### config.mk
export PLATFORM = sky130hd
export DESIGN_NAME = binary32_to_decimal_ascii_unit
export DESIGN_NICKNAME = d
export VERILOG_FILES = /design/src/rtl/core/b2da_pkg.sv /design/src/rtl/core/binary32_to_decimal_ascii_unit.sv
export SDC_FILE = /design/constraint.sdc
export NUM_CORES = 1
export LEC_CHECK = 0
export ABC_CLOCK_PERIOD_IN_PS = 12800
export BUFFER_PORTS_ARGS = -buffer_cell sky130_fd_sc_hd__clkbuf_2
export CAP_MARGIN = 20
export CORE_MARGIN = 2
export CORE_UTILIZATION = 60
export DETAILED_ROUTE_END_ITERATION = 12
export PLACE_DENSITY_LB_ADDON = 0.12
export REMOVE_ABC_BUFFERS = 1
export SLEW_MARGIN = 20
export SYNTH_ARGS = -nofsm -noshare
export SYNTH_HDL_FRONTEND = slang
export SYNTH_SLANG_ARGS = --single-unit
### constraint.sdc
create_clock -name clock -period 12.8 [get_ports clock]
set_input_delay 1.28 -clock clock [delete_from_list [all_inputs] [get_ports clock]]
set_output_delay 1.28 -clock clock [all_outputs]
set_load 0.01 [all_outputs]
### src/rtl/core/b2da_pkg.sv
// ----------------------------------------------------------------------------
// b2da_pkg
// Shared constants and the shift-add-3 digit step for the decimal text unit.
// ----------------------------------------------------------------------------
package b2da_pkg;

   localparam int VALUE_W     = 32;
   localparam int DIGITS      = 10;
   localparam int BCD_W       = 4 * DIGITS;
   localparam int BITS_STAGE  = 8;
   localparam int STAGES      = VALUE_W / BITS_STAGE;
   localparam int TEXT_W      = 64;
   localparam int TDATA_W     = 2 * TEXT_W;

   localparam logic [3:0] DIGIT_FIVE   = 4'd5;
   localparam logic [3:0] DIGIT_ADJUST = 4'd3;
   localparam logic [3:0] ASCII_DIGIT_HI = 4'h3;
   localparam logic [7:0] ASCII_ZERO   = 8'h30;

   typedef logic [BCD_W-1:0] bcd_type;

   // eight double-dabble steps: adjust digits >= 5, then shift in one bit
   function automatic bcd_type dabble_byte(input bcd_type bcd_i,
                                           input logic [BITS_STAGE-1:0] bits_i);
      bcd_type acc;
      acc = bcd_i;
      for (int b = BITS_STAGE - 1; b >= 0; b--) begin
         for (int d = 0; d < DIGITS; d++) begin
            if (acc[4*d +: 4] >= DIGIT_FIVE) begin
               acc[4*d +: 4] = acc[4*d +: 4] + DIGIT_ADJUST;
            end
         end
         acc = {acc[BCD_W-2:0], bits_i[b]};
      end
      return acc;
   endfunction

endpackage

### src/rtl/core/binary32_to_decimal_ascii_unit.sv
// ----------------------------------------------------------------------------
// binary32_to_decimal_ascii_unit
// Converts a 32-bit unsigned value to 16 zero-padded ASCII decimal characters.
// ----------------------------------------------------------------------------
//  channel | dir | payload
//  req_    | in  | tdata[31:0]   value
//  rsp_    | out | tdata[63:0]   text_high, tdata[127:64] text_low
//
//  Four register stages, each runs eight shift-add-3 steps on one input byte.
//  One transfer per cycle sustained while rsp_tready holds; the result is offered
//  from the last stage register once it has passed through every stage.
//  Stalls ripple back stage by stage; empty stages still accept.
//  Synchronous reset clears the stage valid bits only.
// ----------------------------------------------------------------------------
module binary32_to_decimal_ascii_unit
   import b2da_pkg::*;
(
   input  logic                clock,
   input  logic                reset,
   input  logic                req_tvalid,
   output logic                req_tready,
   input  logic [VALUE_W-1:0]  req_tdata,   // [31:0] value
   output logic                rsp_tvalid,
   input  logic                rsp_tready,
   output logic [TDATA_W-1:0]  rsp_tdata    // [63:0] text_high, [127:64] text_low
);

   logic    [STAGES-1:0]  valid_ff;
   logic    [STAGES-1:0]  valid_in;
   logic    [STAGES-1:0]  free;
   bcd_type               bcd_ff  [STAGES];
   bcd_type               bcd_in  [STAGES];
   logic    [VALUE_W-1:0] bin_ff  [STAGES-1];
   logic    [VALUE_W-1:0] bin_in  [STAGES-1];
   logic    [TEXT_W-1:0]  text_high;
   logic    [TEXT_W-1:0]  text_low;

   always_comb begin
      free[STAGES-1] = !valid_ff[STAGES-1] || rsp_tready;
      for (int s = STAGES - 2; s >= 0; s--) begin
         free[s] = !valid_ff[s] || free[s+1];
      end
   end

   assign req_tready = free[0];

   always_comb begin
      valid_in[0] = free[0] ? req_tvalid : valid_ff[0];
      bin_in[0]   = free[0] ? req_tdata : bin_ff[0];
      bcd_in[0]   = free[0] ? dabble_byte('0, req_tdata[VALUE_W-1 -: BITS_STAGE])
                            : bcd_ff[0];
      for (int s = 1; s < STAGES; s++) begin
         valid_in[s] = free[s] ? valid_ff[s-1] : valid_ff[s];
         bcd_in[s]   = free[s]
                     ? dabble_byte(bcd_ff[s-1],
                                   bin_ff[s-1][VALUE_W-1-BITS_STAGE*s -: BITS_STAGE])
                     : bcd_ff[s];
      end
      for (int s = 1; s < STAGES - 1; s++) begin
         bin_in[s]   = free[s] ? bin_ff[s-1] : bin_ff[s];
      end
   end

   always_ff @(posedge clock) begin
      if (reset) begin
         valid_ff <= '0;
      end else begin
         valid_ff <= valid_in;
      end
   end

   always_ff @(posedge clock) begin
      for (int s = 0; s < STAGES; s++) begin
         bcd_ff[s] <= bcd_in[s];
      end
      for (int s = 0; s < STAGES - 1; s++) begin
         bin_ff[s] <= bin_in[s];
      end
   end

   always_comb begin
      text_high = {{6{ASCII_ZERO}},
                   ASCII_DIGIT_HI, bcd_ff[STAGES-1][39:36],
                   ASCII_DIGIT_HI, bcd_ff[STAGES-1][35:32]};
      for (int d = 0; d < 8; d++) begin
         text_low[8*d +: 8] = {ASCII_DIGIT_HI, bcd_ff[STAGES-1][4*d +: 4]};
      end
   end

   assign rsp_tvalid = valid_ff[STAGES-1];
   assign rsp_tdata  = {text_low, text_high};

endmodule

Yosys cells after proc, flatten, opt, wreduce, memory -nomap -nowiden
Memories as Yosys holds them, arrays and structs flattened.
Index checks and enable logic that the tools add are counted.
W data, S select, Z words.
{"block": "totals", "reg_bits": 4, "latchBits": 0, "ramBits": 256, "mem_bits_ro": 0, "in_bits": 36, "memories": 2}
{"memory": "bcd_ff", "depth": 4, "word_bits": 40, "rd": 4, "rd_clocked_by_memory_dff": 0, "write_ports": 4, "line_no": "binary32_to_decimal_ascii_unit.sv:31", "rtl": "bcd_type bcd_ff [STAGES];"}
{"memory": "bin_ff", "depth": 3, "word_bits": 32, "rd": 3, "rd_clocked_by_memory_dff": 0, "write_ports": 3, "line_no": "binary32_to_decimal_ascii_unit.sv:33", "rtl": "logic [VALUE_W-1:0] bin_ff [STAGES-1];"}
{"block": "op_classes", "n_addsub": 247, "multipliers": 0, "div_mod_pow": 0, "magnitude_cmp": 247, "n_eq_ne": 0, "shifts": 0, "n_mux": 254, "bitwise_logic": 0, "reduce_logical": 8}
{"op": "$ge A4 B3 Y1 const B", "n": 245}
{"op": "$mux W4", "n": 223}
{"op": "$add A4 B2 Y4 const B", "n": 221}
{"op": "$mux W40", "n": 4}
{"op": "$mux W32", "n": 3}
{"op": "$add A3 B2 Y3 const B", "n": 24}
{"op": "$mux W3", "n": 24}
{"op": "$add A3 B2 Y4 const B", "n": 2}
{"op": "$ge A3 B3 Y1 const B", "n": 2}
{"op": "$logic_not A1 Y1", "n": 4}
{"op": "$logic_or A1 B1 Y1", "n": 4}

Depth between registers and ports, before layout
Gate-level depths: netlist of run 1.
An unclocked memory read counts as a cell.
{"block": "depth", "ltp_word": 18, "mapped_depth": 35, "ltp_nobuf": 35}

Worst setup path after synthesis of run 1
Ideal clock, no wire load.
{"block": "synth_timing", "kind": "register -> register", "startpoint": "mem bcd_ff[0][4] in the netlist's numbering", "endpoint": "mem bcd_ff[1][13] in the netlist's numbering (data pin)", "setup_ns": 0.265, "t_arrival_ns": 6.336, "required_ns": 12.535, "slack_ns": 6.198, "stages_incl_launch_ff": 36, "cell_sequence": "edfxtp_1 inv_1 ha_1 nand2b_1 nor3b_1 nor2_1 nand2_1 ha_1 a21oi_1 nor3_1 nor2_1 ha_1 nor3_1 o21a_1 mux2i_1 a21oi_1 nor2_1 xor2_1 nand2b_1 ha_1 a21o_1 xnor2_1 ha_1 clkbuf_1 inv_1 nor2_1 o21ai_0 mux2_2 ha_1 nor2_1 nor2_1 o21ai_0 nand3_1 mux2_2 nor3b_1 or3_1"}
{"item": "from (decl)", "line_no": "binary32_to_decimal_ascii_unit.sv:31"}

==> results.cfg, run 1 <==
[run_status]
outcome = finished, final reports clean

[grt]
grt_max_degree = 41
grt_pass1_vias = 21340
grt_pass1_wl_um = 91020
grt_usage_pct = 24.51
grt_overflow = 0
antenna_found_initial = 0

[critical_path]
cpMostUsedCell = ha_1
critPathMaxFanout = 11
worst-r2r-setup-slack_ns = 5.35
crit_family = compound AO/OA/AOI/OAI gates
path_buf_inv = 6
reg2reg_depth = 34
r2r-end = bcd_ff[3][37]
worstReg2RegStart = bcd_ff[2][28]
arrival_ns = 7.69
crit_cells = 34
slowest_stage = a2bb2oi_1
cp-startpoint = bcd_ff[2][28]
start_kind = register
path_class = register to register
slowest_delay_ns = 0.70
cp.required_ns = 13.04
critical_path.endpoint_type = register

[die]
pin_count = 166
rows = 74
die_w_um = 206.4
initial_core_util_pct = 60.47
placeableCoreArea_mm2 = 0.04065
die_y_um = 206.4
dieArea_mm2 = 0.04260

[synthesis]
synthTopCellsByCount = nand2_1 (287), nor2_1 (274), a21oi_1 (233), o21ai_0 (223), inv_1 (180)
synth_area_leader_cell = edfxtp_1
yosys-top-cells-area = edfxtp_1 (18%), ha_1 (6.7%), a21oi_1 (4.7%)
yosysMostFrequentCell = nand2_1
ys_ff_latch = 154
synth_cells = 3233
synth.avg_cell_area_um2 = 7.602
async_flop_share_pct = 0
synth_area_mm2 = 0.02458
synth_edf_count = 150
yosysWarnings = 0
seq_area_frac_synth_pct = 18.65
ys.flop_type = edfxtp_1
synth_top_area_share_pct = 18.33
synth_cell_type_count = 131

[worst_hold_path]
worst_hold_startpoint = bin_ff[0][15]
hold_path.class = register to register
min_path_cells = 0
hold-path-endpoint = bin_ff[0][47]

[cts]
cts_setup_buffers = 0
cts_tree = done
cts.sinks = 154
clkLatencyLatePin_ns = 0.50
htreeDepth = 4
numCtsBuffers = 17
ctsResizeCount = 0
cts_buffer_depth = 2
hold_buffers = 0
clkSlewWorstSetupHoldPaths_ns = 0.08
clock-root-buffer = clkbuf_16

[drt]
via_per_inst = 6.293
wl_um = 53180
drt-initial-drc-count = 1831
dr.pass1.iters = 7
wl_per_cell_um = 14.07
drc = 0
ant_nets = 0
vias = 23790

[sta]
period_minus_slack_ns = 7.452
finalSetupViolCount = 0
clock_skew_ns = 0.01517
fin_crit_sh_pct = 58.21
drv_slew = 0
timing.final.ws_setup_ns = 5.348
fin_hold_ws_ns = 0.4187
grt_setup_unrepaired = false
tightestPinTransition_ns = 1.003
finalHoldViolations = 0
fmax_ghz = 0.1342
fin_setup_tns_ns = 0
slew_headroom_pct = 31.24

[cells_and_area]
drive_above_1_share_pct = 9.667
insertedDiodeCount = 0
area_growth_pct = 3.899
nets = 3402
utilization_pct = 62.82

[placed_design]
pre_cts_ws_ns = 5.372
hpwlAfterDp_um = 40570
gp_congestion = 0.8856
io_buffers = 77

[run]
max_cap_viol_count = 0
-- placed cells by master, fill, tap and decap left out, types with 17 or more instances in the layout --
cell,count
mux2_2,45
a21o_1,42
a21oi_1,233
nand2_1,287
o22a_1,18
nand2b_1,57
conb_1,88
nor2b_1,31
o31ai_1,35
nor3_1,92
o21bai_1,19
o211ai_1,50
and2_1,46
o21ai_1,35
nand3_1,110
clkbuf_2,77
or2_2,21
mux2i_1,88
xnor2_1,73
xor2_1,29
a22oi_1,20
nor2_1,274
ha_1,131
a31oi_1,54
or3_1,39
a21oi_2,19
o21a_1,42
edfxtp_1,150
a21boi_0,30
nor4_1,18
clkbuf_16,17
and3_1,24
a211o_1,25
a211oi_1,57
o21ai_0,223
o22ai_1,41
inv_1,179
-- worst register-to-register path, delay by kind of cell (launching register included) --
family / cells / cell delay, ns
multiplexers: 1 / 0.33
AND/OR/NAND/NOR: 5 / 0.90
AO/OA/AOI/OAI: 10 / 2.40
XOR/XNOR: 4 / 0.87
adder cells (fa/ha/maj): 8 / 1.59
buffers and inverters: 6 / 0.67
flip-flops: 1 / 0.44
-- area by class of cell --
cell class,count,area [um2]
clock inverters,15,190.2
fillers,3590,15110
multi-input cells,2786,18510
flip-flops and latches,154,4584
well taps,532,665.6
inverters,191,716.9
repair buffers,85,445.4
clock buffers,17,425.4
-- stage by stage --
step           cell area (um2)  instances
6_report                 25540       3780
5_1_grt                  25540       3780
4_1_cts                  25540       3780
3_5_place_dp             24920       3748
3_3_place_gp             24920       3748
2_1_floorplan            23810       3131
-- sequential cells by signal (all words and copies together) (netlist names) --
signal,count
bcd_ff,99
bin_ff,51
valid_ff,4
-- how the worst max path moves through the flow --
| stage | endpoint | slack [ns] |
|---|---|---|
| 6_report | bcd_ff[3][37] | 5.35 |
| 5_1_grt | bcd_ff[3][13] | 4.63 |
| 4_1_cts | bcd_ff[3][37] | 5.38 |
| 3_5_place_dp | bcd_ff[3][37] | 5.37 |
| 3_3_place_gp | bcd_ff[3][37] | 5.78 |
| 2_1_floorplan | bcd_ff[3][37] | 6.20 |
-- routing by layer --
layer  up-vias  global-route usage [%]  wire, um
li1      12090                       -         -
met1     11120                   30.40     24400
met2       528                   43.80     26380
met3        54                   3.343      1764
met4         0                   7.500       643
met5         -                       0         0
-- cells by family (layout without fill, tap and decap cells) --
logic type / after synthesis / in the layout / share of synthesized area [%]
AND/OR/NAND/NOR: 1098 / 1098 / 21.92
other: 2 / 88 / 0.03056
flip-flops: 154 / 154 / 18.65
XOR/XNOR: 118 / 118 / 4.719
multiplexers: 141 / 141 / 6.196
adder cells (fa/ha/maj): 145 / 145 / 7.239
buffers and inverters: 379 / 308 / 7.356
AO/OA/AOI/OAI: 1196 / 1196 / 33.88
Power of run 1 is not shown: default switching activity piles up to over one toggle a cycle in this logic, so the estimate is an artifact.
==> inputs of run 2 (changes only) <==
--- a/config.mk
+++ b/config.mk
@@ -5,7 +5,7 @@
 export SDC_FILE = /design/constraint.sdc
 export NUM_CORES = 1
 export LEC_CHECK = 0
-export ABC_CLOCK_PERIOD_IN_PS = 12800
+export ABC_CLOCK_PERIOD_IN_PS = 7200
 export BUFFER_PORTS_ARGS = -buffer_cell sky130_fd_sc_hd__clkbuf_2
 export CAP_MARGIN = 20
 export CORE_MARGIN = 2
==> constraint.sdc (replaced) <==
create_clock -name clock -period 7.2 [get_ports clock]
set_input_delay 0.72 -clock clock [delete_from_list [all_inputs] [get_ports clock]]
set_output_delay 0.72 -clock clock [all_outputs]
set_load 0.01 [all_outputs]
==> results.cfg, run 2 (synthesis results as in run 1) <==
[run_status]
outcome = finished, final reports clean

[grt]
use_met1_pct = 30.68
use_met3_pct = 3.169
met2_usage_pct = 43.67
grt_max_degree = 41
grt_busiest_layer = met2
grt_pass1_vias = 21220
grt_usage_pct = 24.44
grt_pass1_wl_um = 91140
antenna_found_initial = 0
grt_overflow = 0

[drt]
dr.pass1.iters = 7
wl_um = 54310
drc = 0
vias = 23860
ant_nets = 0
drt-initial-drc-count = 1722
wl_per_cell_um = 14.17
via_per_inst = 6.227

[cells_and_area]
seqCellArea_mm2 = 0.004584
final_area_mm2 = 0.02633
nets = 3454
drive_above_1_share_pct = 13.06
largestRegisters = bcd_ff (99), bin_ff (51), valid_ff (4)
mostFrequentLayoutCell = nand2_1
final_cell_mix = nand2_1 (287), nor2_1 (268), a21oi_1 (221)
largest_reg_flops = 99
area_growth_pct = 7.148
regMostFlops = bcd_ff
num-fill-cells = 3536
insertedDiodeCount = 0
multi_input_area_mm2 = 0.01892

[critical_path]
slowest_stage = edfxtp_1
cpMostUsedCell = nor2_1
critical_path.endpoint_type = register
arrival_ns = 7.18
critPathMaxFanout = 7
start_kind = register
cp.required_ns = 7.44
path_class = register to register
slowest_delay_ns = 0.48

[sta]
drv_slew = 0
finalHoldViolations = 0
fin_crit_sh_pct = 96.35
slew_headroom_pct = 42.28
finalSetupViolCount = 0
tightestPinTransition_ns = 0.8596
clock_skew_ns = 0.01538
fmax_ghz = 0.1441
fin_hold_ws_ns = 0.3934
period_minus_slack_ns = 6.938
fin_setup_tns_ns = 0

[cts]
numCtsBuffers = 17
cts.sinks = 154
htreeDepth = 4
clock-root-buffer = clkbuf_16
clkSlewWorstSetupHoldPaths_ns = 0.07
cts_buffer_depth = 2
hold_buffers = 0
clkLatencyLatePin_ns = 0.50
cts_tree = done

[placed_design]
hpwlAfterDp_um = 40650
io_buffers = 77
place_area_mm2 = 0.02518
gp_congestion = 0.8849

[run]
max_cap_viol_count = 0

[worst_hold_path]
hold_path.class = primary input to register

[die]
die_w_um = 206.4
die_y_um = 206.4
dieArea_mm2 = 0.04260
pin_count = 166
placeableCoreArea_mm2 = 0.04065
initial_core_util_pct = 60.47
rows = 74
[run 2: worst max-delay path, delay by kind of cell, from the launching register on]
| family | cells | cell delay [ns] |
|---|---|---|
| simple gates | 15 | 2.20 |
| compound gates | 6 | 1.27 |
| mux | 3 | 0.72 |
| xor+xnor | 2 | 0.41 |
| buf+inv | 2 | 0.25 |
| fa+ha+maj | 6 | 1.33 |
| flops | 1 | 0.48 |
[run 2: worst paths after layout]
| kind | start | end | slack [ns] | depth (start not counted) |
|---|---|---|---|---|
| max | bcd_ff[0][4] | bcd_ff[1][13] | 0.26 | 34 |
| min | req_tdata[18] | bin_ff[0][18] | 0.39 | 1 |
| max reg2reg | bcd_ff[0][4] | bcd_ff[1][13] | 0.26 | 34 |
| min reg2reg | bin_ff[0][64] | bcd_ff[3][0] | 0.41 | 0 |
[run 2: area by class of cell]
| cell class | instances | share of cell area [%] |
|---|---|---|
| timing repair buffer | 136 | 3.193 |
| clock inverter | 14 | 0.6557 |
| inverter | 191 | 2.722 |
| tap | 532 | 2.528 |
| sequential | 154 | 17.41 |
| clock buffer | 18 | 1.630 |
| multi-input combinational | 2787 | 71.86 |
[run 2: per-stage QoR]
stage,setup slack [ns],instances,utilization (%)
floorplan,0.5989,3131,-
global placement,0.2544,3782,61.94
detailed placement,-0.03223,3782,61.94
CTS,0.06740,3814,63.45
global route,-0.1219,3832,64.79
finish,0.2625,3832,64.79
[run 2: metal layers]
layer	vias to the layer above	share of wire (%)	wire, um
li1	12180	-	-
met1	11090	45	24510
met2	542	50	27240
met3	53	3.5	1927
met4	0	1.2	627
met5	-	0	0
[run 2: what timing repair did]
item,CTS,global route
pin swaps,0,10
gates cloned,0,1
buffers inserted,0,17
endpoints found under the setup margin,3,63
resized for setup,2,82
Power of run 2 is left out for the same reason.
